==> config.mk <==
export PLATFORM = sky130hd
export DESIGN_NAME = rotated_diagonal_address_gen
export DESIGN_NICKNAME = d
export VERILOG_FILES = /design/src/rtl/core/rdag_pkg.sv /design/src/rtl/core/rotated_diagonal_address_gen.sv
export SDC_FILE = /design/constraint.sdc
export NUM_CORES = 1
export LEC_CHECK = 0
export BUFFER_PORTS_ARGS = -buffer_cell sky130_fd_sc_hd__buf_4
export CORE_UTILIZATION = 45
export DETAILED_ROUTE_END_ITERATION = 12
export GPL_TIMING_DRIVEN = 0
export PLACE_DENSITY = 0.59
export SLEW_MARGIN = 40
export SYNTH_ARGS = -nofsm -noshare
export SYNTH_HDL_FRONTEND = slang
export SYNTH_SLANG_ARGS = --single-unit
==> constraint.sdc <==
create_clock -name clk -period 30.5 [get_ports clk]
set_input_delay 3.05 -clock clk [delete_from_list [all_inputs] [get_ports clk]]
set_output_delay 3.05 -clock clk [all_outputs]
set_load 0.05 [all_outputs]
==> src/rtl/core/rdag_pkg.sv <==
// shared types and constants for the rotated diagonal address generator
package rdag_pkg;

    localparam int unsigned EXT_W   = 13;
    localparam int unsigned START_W = 16;
    localparam int unsigned PITCH_W = 16;
    localparam int unsigned IN_W    = 12;
    localparam int unsigned ADDR_W  = 32;
    localparam int unsigned CFG_IDX_W  = 3;
    localparam int unsigned CFG_DATA_W = 16;

    typedef enum logic [CFG_IDX_W-1:0] {
        CFG_ROW_EXTENT      = 3'd0,
        CFG_COL_EXTENT      = 3'd1,
        CFG_ROW_START       = 3'd2,
        CFG_COL_START       = 3'd3,
        CFG_ROW_PITCH       = 3'd4,
        CFG_TRANSPOSED_MODE = 3'd5
    } cfg_idx_t;

endpackage

==> src/rtl/core/rotated_diagonal_address_gen.sv <==
// rotated diagonal address generator: slot to submatrix element lookup
//
// For each request (diagonal, rotation, slot) the block returns the padded
// row and column of the submatrix element that lands in that slot of the
// rotated generalized diagonal, its flat row-major address in the full
// matrix, and flags for zero padding and for a slot past the vector length.
// Request and result channels use valid/stall; a request is taken when
// req_valid is high and req_stall is low, a result is taken when res_valid
// is high and res_stall is low. The configuration port writes one register
// per cfg_valid/cfg_ready handshake; cfg_ready is always high.
// A request passes through the request register, then one pass of index logic
// and the address multiply-add into the result register. Throughput is one
// request per cycle while res_stall is low; the rate is set by that single-pass stage.
// When the receiver stalls, the result register holds and the request
// register takes one more request, if it was empty, before req_stall rises.
// Reset clears both valid flags and loads the default configuration.
module rotated_diagonal_address_gen #(
    parameter int SLOTS = 4096
) (
    input  logic                              clk,
    input  logic                              rst_n,
    input  logic                              cfg_valid,
    output logic                              cfg_ready,
    input  logic [rdag_pkg::CFG_IDX_W-1:0]    cfg_index,
    input  logic [rdag_pkg::CFG_DATA_W-1:0]   cfg_data,
    input  logic                              req_valid,
    output logic                              req_stall,
    input  logic [rdag_pkg::IN_W-1:0]         diagonal,
    input  logic [rdag_pkg::IN_W-1:0]         rotation,
    input  logic [rdag_pkg::IN_W-1:0]         slot,
    output logic                              res_valid,
    input  logic                              res_stall,
    output logic [rdag_pkg::EXT_W-1:0]        source_row,
    output logic [rdag_pkg::EXT_W-1:0]        source_col,
    output logic [rdag_pkg::ADDR_W-1:0]       element_address,
    output logic                              is_padding,
    output logic                              past_length
);

    localparam int LW  = $clog2(SLOTS);
    localparam int WW  = (LW > 13) ? LW + 1 : 14;
    localparam int SUM_W = rdag_pkg::START_W + 1;
    localparam int PROD_W = SUM_W + rdag_pkg::PITCH_W;
    localparam logic [LW-1:0] HALF_MASK = LW'((SLOTS / 2) - 1);

    // configuration registers
    logic [rdag_pkg::EXT_W-1:0]   row_extent_reg;
    logic [rdag_pkg::EXT_W-1:0]   col_extent_reg;
    logic [rdag_pkg::START_W-1:0] row_start_reg;
    logic [rdag_pkg::START_W-1:0] col_start_reg;
    logic [rdag_pkg::PITCH_W-1:0] row_pitch_reg;
    logic                         transposed_reg;
    logic                         cfg_we;

    // request stage
    logic                         s1_valid_reg;
    logic                         s1_valid_next;
    logic [rdag_pkg::IN_W-1:0]    s1_diag_reg;
    logic [rdag_pkg::IN_W-1:0]    s1_rot_reg;
    logic [rdag_pkg::IN_W-1:0]    s1_slot_reg;
    logic                         s1_load;

    // result stage
    logic                         res_valid_reg;
    logic                         res_valid_next;
    logic                         res_adv;
    logic [rdag_pkg::EXT_W-1:0]   source_row_reg;
    logic [rdag_pkg::EXT_W-1:0]   source_col_reg;
    logic [rdag_pkg::ADDR_W-1:0]  element_address_reg;
    logic                         is_padding_reg;
    logic                         past_length_reg;
    logic [rdag_pkg::EXT_W-1:0]   source_row_next;
    logic [rdag_pkg::EXT_W-1:0]   source_col_next;
    logic [rdag_pkg::ADDR_W-1:0]  element_address_next;
    logic                         is_padding_next;
    logic                         past_length_next;

    // index datapath
    logic [LW-1:0]     row_span;
    logic [LW-1:0]     col_span;
    logic [LW-1:0]     max_mask;
    logic [LW-1:0]     rot_mask;
    logic [LW-1:0]     row_wrap;
    logic [LW-1:0]     col_wrap;
    logic [LW-1:0]     idx;
    logic [LW-1:0]     diag_l;
    logic [LW-1:0]     row_off;
    logic [LW-1:0]     col_off;
    logic [LW-1:0]     row_val;
    logic [LW-1:0]     col_val;
    logic [WW-1:0]     slot_w;
    logic              full_width;
    logic              upper;
    logic              past;
    logic              pad;
    logic [SUM_W-1:0]  row_sum;
    logic [PROD_W-1:0] prod;
    logic [rdag_pkg::ADDR_W-1:0] addr;

    assign cfg_ready = 1'b1;
    assign cfg_we    = cfg_valid && cfg_ready;

    always_ff @(posedge clk or negedge rst_n)
    begin
        if (!rst_n)
        begin
            row_extent_reg <= rdag_pkg::EXT_W'(1);
            col_extent_reg <= rdag_pkg::EXT_W'(1);
            row_start_reg  <= '0;
            col_start_reg  <= '0;
            row_pitch_reg  <= rdag_pkg::PITCH_W'(1);
            transposed_reg <= 1'b0;
        end
        else if (cfg_we)
        begin
            unique case (cfg_index)
                rdag_pkg::CFG_ROW_EXTENT:
                    row_extent_reg <= cfg_data[rdag_pkg::EXT_W-1:0];
                rdag_pkg::CFG_COL_EXTENT:
                    col_extent_reg <= cfg_data[rdag_pkg::EXT_W-1:0];
                rdag_pkg::CFG_ROW_START:
                    row_start_reg <= cfg_data[rdag_pkg::START_W-1:0];
                rdag_pkg::CFG_COL_START:
                    col_start_reg <= cfg_data[rdag_pkg::START_W-1:0];
                rdag_pkg::CFG_ROW_PITCH:
                    row_pitch_reg <= cfg_data[rdag_pkg::PITCH_W-1:0];
                rdag_pkg::CFG_TRANSPOSED_MODE:
                    transposed_reg <= cfg_data[0];
                default:
                begin
                end
            endcase
        end
    end

    // handshake control
    assign res_adv   = !res_valid_reg || !res_stall;
    assign req_stall = s1_valid_reg && !res_adv;
    assign s1_load   = req_valid && !req_stall;

    always_comb
    begin
        s1_valid_next = s1_valid_reg;
        if (!s1_valid_reg || res_adv)
        begin
            s1_valid_next = req_valid;
        end
        res_valid_next = res_valid_reg;
        if (res_adv)
        begin
            res_valid_next = s1_valid_reg;
        end
    end

    always_ff @(posedge clk or negedge rst_n)
    begin
        if (!rst_n)
        begin
            s1_valid_reg  <= 1'b0;
            res_valid_reg <= 1'b0;
        end
        else
        begin
            s1_valid_reg  <= s1_valid_next;
            res_valid_reg <= res_valid_next;
        end
    end

    always_ff @(posedge clk)
    begin
        if (s1_load)
        begin
            s1_diag_reg <= diagonal;
            s1_rot_reg  <= rotation;
            s1_slot_reg <= slot;
        end
        if (res_adv)
        begin
            source_row_reg      <= source_row_next;
            source_col_reg      <= source_col_next;
            element_address_reg <= element_address_next;
            is_padding_reg      <= is_padding_next;
            past_length_reg     <= past_length_next;
        end
    end

    // padded extents as low-bit masks, saturating at the slot count
    always_comb
    begin
        for (int i = 0; i < LW; i++)
        begin
            row_span[i] = WW'(row_extent_reg) > (WW'(1) << i);
            col_span[i] = WW'(col_extent_reg) > (WW'(1) << i);
        end
    end

    assign max_mask   = row_span | col_span;
    assign full_width = max_mask[LW-1];
    assign rot_mask   = full_width ? HALF_MASK : max_mask;

    assign slot_w = WW'(s1_slot_reg);
    assign past   = slot_w > WW'(max_mask);
    assign upper  = slot_w[LW-1];

    // right rotation: slot minus amount, modulo the rotated length
    assign idx    = (LW'(s1_slot_reg) - LW'(s1_rot_reg)) & rot_mask;
    assign diag_l = LW'(s1_diag_reg);
    assign row_off = transposed_reg ? diag_l : '0;
    assign col_off = transposed_reg ? '0 : diag_l;

    assign row_wrap = (full_width && transposed_reg) ? (row_span & HALF_MASK) : row_span;
    assign col_wrap = (full_width && !transposed_reg) ? (col_span & HALF_MASK) : col_span;

    // upper half of the slots reaches the upper half of a wide extent
    assign row_val = ((idx + row_off) & row_wrap)
                   | {upper & row_span[LW-1], {(LW-1){1'b0}}};
    assign col_val = ((idx + col_off) & col_wrap)
                   | {upper & col_span[LW-1], {(LW-1){1'b0}}};

    assign pad = (WW'(row_val) >= WW'(row_extent_reg))
              || (WW'(col_val) >= WW'(col_extent_reg));

    assign row_sum = SUM_W'(row_start_reg) + SUM_W'(row_val);
    assign prod    = PROD_W'(row_sum) * PROD_W'(row_pitch_reg);
    assign addr    = prod[rdag_pkg::ADDR_W-1:0]
                   + rdag_pkg::ADDR_W'(col_start_reg)
                   + rdag_pkg::ADDR_W'(col_val);

    always_comb
    begin
        if (past)
        begin
            source_row_next      = '0;
            source_col_next      = '0;
            element_address_next = '0;
            is_padding_next      = 1'b1;
            past_length_next     = 1'b1;
        end
        else
        begin
            source_row_next      = rdag_pkg::EXT_W'(row_val);
            source_col_next      = rdag_pkg::EXT_W'(col_val);
            element_address_next = pad ? '0 : addr;
            is_padding_next      = pad;
            past_length_next     = 1'b0;
        end
    end

    assign res_valid       = res_valid_reg;
    assign source_row      = source_row_reg;
    assign source_col      = source_col_reg;
    assign element_address = element_address_reg;
    assign is_padding      = is_padding_reg;
    assign past_length     = past_length_reg;

    a_past_zero: assert property (@(posedge clk) disable iff (!rst_n)
        res_valid && past_length |-> is_padding && element_address == '0
            && source_row == '0 && source_col == '0)
        else $error("past-length result not zeroed");

    a_pad_addr: assert property (@(posedge clk) disable iff (!rst_n)
        res_valid && is_padding |-> element_address == '0)
        else $error("padding result carries an address");

    a_in_range: assert property (@(posedge clk) disable iff (!rst_n)
        res_valid && !is_padding |-> source_row < row_extent_reg
            && source_col < col_extent_reg)
        else $error("non-padding result outside extents");

    a_stall_cause: assert property (@(posedge clk) disable iff (!rst_n)
        req_stall |-> s1_valid_reg && res_valid_reg && res_stall)
        else $error("request stalled without a full pipeline");

    a_s1_hold: assert property (@(posedge clk) disable iff (!rst_n)
        s1_valid_reg && res_valid_reg && res_stall |=> s1_valid_reg)
        else $error("request dropped while result stalled");

endmodule
==> results.md <==
- Die X: 209.8 microns
- Port Buf Inserts: 116
- Setup bufs post-CTS: 0
- Remaining antenna violation count after routing: 0
- Layout Skew: 0.01088 ns
- Final nets: 2636
- Layout area overhead: 11.71%
- Arrival @ worst endpoint: 13.41 ns
- Routed len/inst: 19.45 microns
- Post-synth top area share: 24.42%
- Vias post-DR: 14.49k
- Sequential fraction of the synthesis area: 24.15%
- Final Util: 51.40%
- Worst-Margin Slew: 0.7323 ns
- Type of the most critical hold path: register to register
- Critical Path End Type: register
- Yosys reg bits: 169
- Mapped Cells: 2015
- First drt pass iteration count: 5
- CTS max path bufs: 2
- DRC: 0
- Leading area contributor after synthesis: fa_1
- Clock latency on the worst-skew pair: 0.49 ns
- Setup_tns: 0 ns
- Max stage delay on crit path: 0.66 ns
- Vias in the first global route: 14.71k
- Status: completed
- Synthesis Warnings: 0
- CTS H-tree depth: 4
- Syn avg cell area: 9.643 sq um
- Grt total ovfl: 0
- Final setup viols: 0
- Share of cells above drive strength 1: 11.57%
- Most common flop cell mapped by yosys: edfxtp_1
- Drt total wl: 52.70 mm
- Unrepaired setup endpoints after global routing: no
- EDFF count, synth: 92
- Total global-route track usage: 25.06%
- CP Max Fanout: 10
- Count of cell types in the netlist: 77
- Crit path launch type: register
- Die H: 209.8 microns
- Fmax: 75.88 MHz
- Gpl congestion: 0.9003
- WS Path Type: register to register
- Clock sink count: 169
- Most frequent cell after synthesis: inv_1
- Largest net degree at the start of global routing: 78
- Min cycle time layout: 13.18 ns
- First-pass GRT wire length: 82.96 mm
- Hold buffer count at cts: 0
- Number of max-cap violations: 0
- Synth cell count leaders: inv_1, fa_1, nand2_1
- Tcrit/Tclk final: 43.21%
- Post-cts resize count: 0
- Antenna cells: 0
- Max stage delay cell, worst path: a2111oi_1
- Pins Over Slew Limit: 0
- Top cells by area, synth: fa_1, edfxtp_1, ha_1
- Starting Density: 46.01%
- Max reg flops: 32
- Final hold vios: 0
- Critical Path RT: 30.73 ns
- Total CTS buffers: 17
- Async SR Flop Fraction: 45.56%
- Antenna violations before repair: 0
- IO Pins: 123
- Clk root buf: clkbuf_16
- 1st-iter DRT viols: 935
- Vias per inst: 5.347
- CP top delay family: adder cells
- Buf/Inv on CP: 7
- Reg clk slew, reported paths: 0.07 ns
- Num rows: 75
- Hpwl dp: 43.25 mm
- Die ar.: 44010 sq um
- Core box area: 42230 sq um
- CTS tree: built
- Post-synthesis cell area: 19430 sq um
- Slew headroom: 49.92%
-- final timing paths --
kind                              startpoint             endpoint  slack [ns]  cells after the start
min                             s1_valid_reg            res_valid        0.50                      1
max                        row_extent_reg[4]  element_address[30]       17.32                     43
min in group asynchronous              rst_n       transposed_reg        2.58                      1
max reg2reg                row_extent_reg[4]  element_address[30]       17.32                     43
max in group asynchronous              rst_n     col_start_reg[7]       27.37                      1
min reg2reg                     s1_valid_reg            res_valid        0.50                      1
-- metrics by stage --
stage,std cells,hold WS (ns),setup WS [ns],cell area [sq um]
after floorplan,2016,0.4354,19.90,19430
after global placement,2671,0.4542,16.77,20980
after detailed placement,2677,0.4591,17.28,21110
after CTS,2709,0.4890,17.23,21670
after global routing,2709,0.5034,16.43,21710
final,2709,0.4975,17.32,21710
-- cell type report --
cell class	instances	area, sq um
Clock inverter	13	133.9
Tap cell	539	674.4
Fill cell	3980	20520
Multi-Input combinational cell	1399	13150
Inverter	381	1430
Clock buffer	19	432.9
Timing Repair Buffer	122	928.4
Buffer	67	267.8
Sequential cell	169	4693
-- cell families (layout without fill, tap and decap cells) --
family                   after synthesis  count (layout)  synth area share, %
buffers and inverters                448             602                8.732
other                                  2               3              0.03865
XOR/XNOR                              64              64                2.885
multiplexers                          59              59                3.387
AND/OR/NAND/NOR                      571             571                15.03
adder cells (fa/ha/maj)              421             421                36.25
AO/OA/AOI/OAI                        281             281                9.524
flip-flops                           169             169                24.15
-- layer usage --
metal / vias up / GRT usage [%] / part of all wire, %
met5: - / 0 / 0
li1: 6809 / - / -
met4: 0 / 6.569 / 1.7
met3: 48 / 3.756 / 4.2
met2: 319 / 39.00 / 45
met1: 7310 / 36.48 / 49
-- cells in the final DEF, fill, tap and decap left out, types with 17 or more instances in the layout --
cell	n
xor2_1	22
mux2_2	54
inv_1	381
nand2_1	196
clkbuf_16	17
nand3_1	23
ha_1	182
clkbuf_1	60
a21o_1	33
nor2b_1	29
a21oi_1	49
xnor2_1	36
and2_1	132
buf_4	119
o21ai_0	81
nor3_1	24
dfrtp_1	74
edfxtp_1	92
nor2_1	88
o21a_1	17
fa_1	237
Power is not shown: default switching activity piles up to over one toggle a cycle in this logic, so the estimate is an artifact.
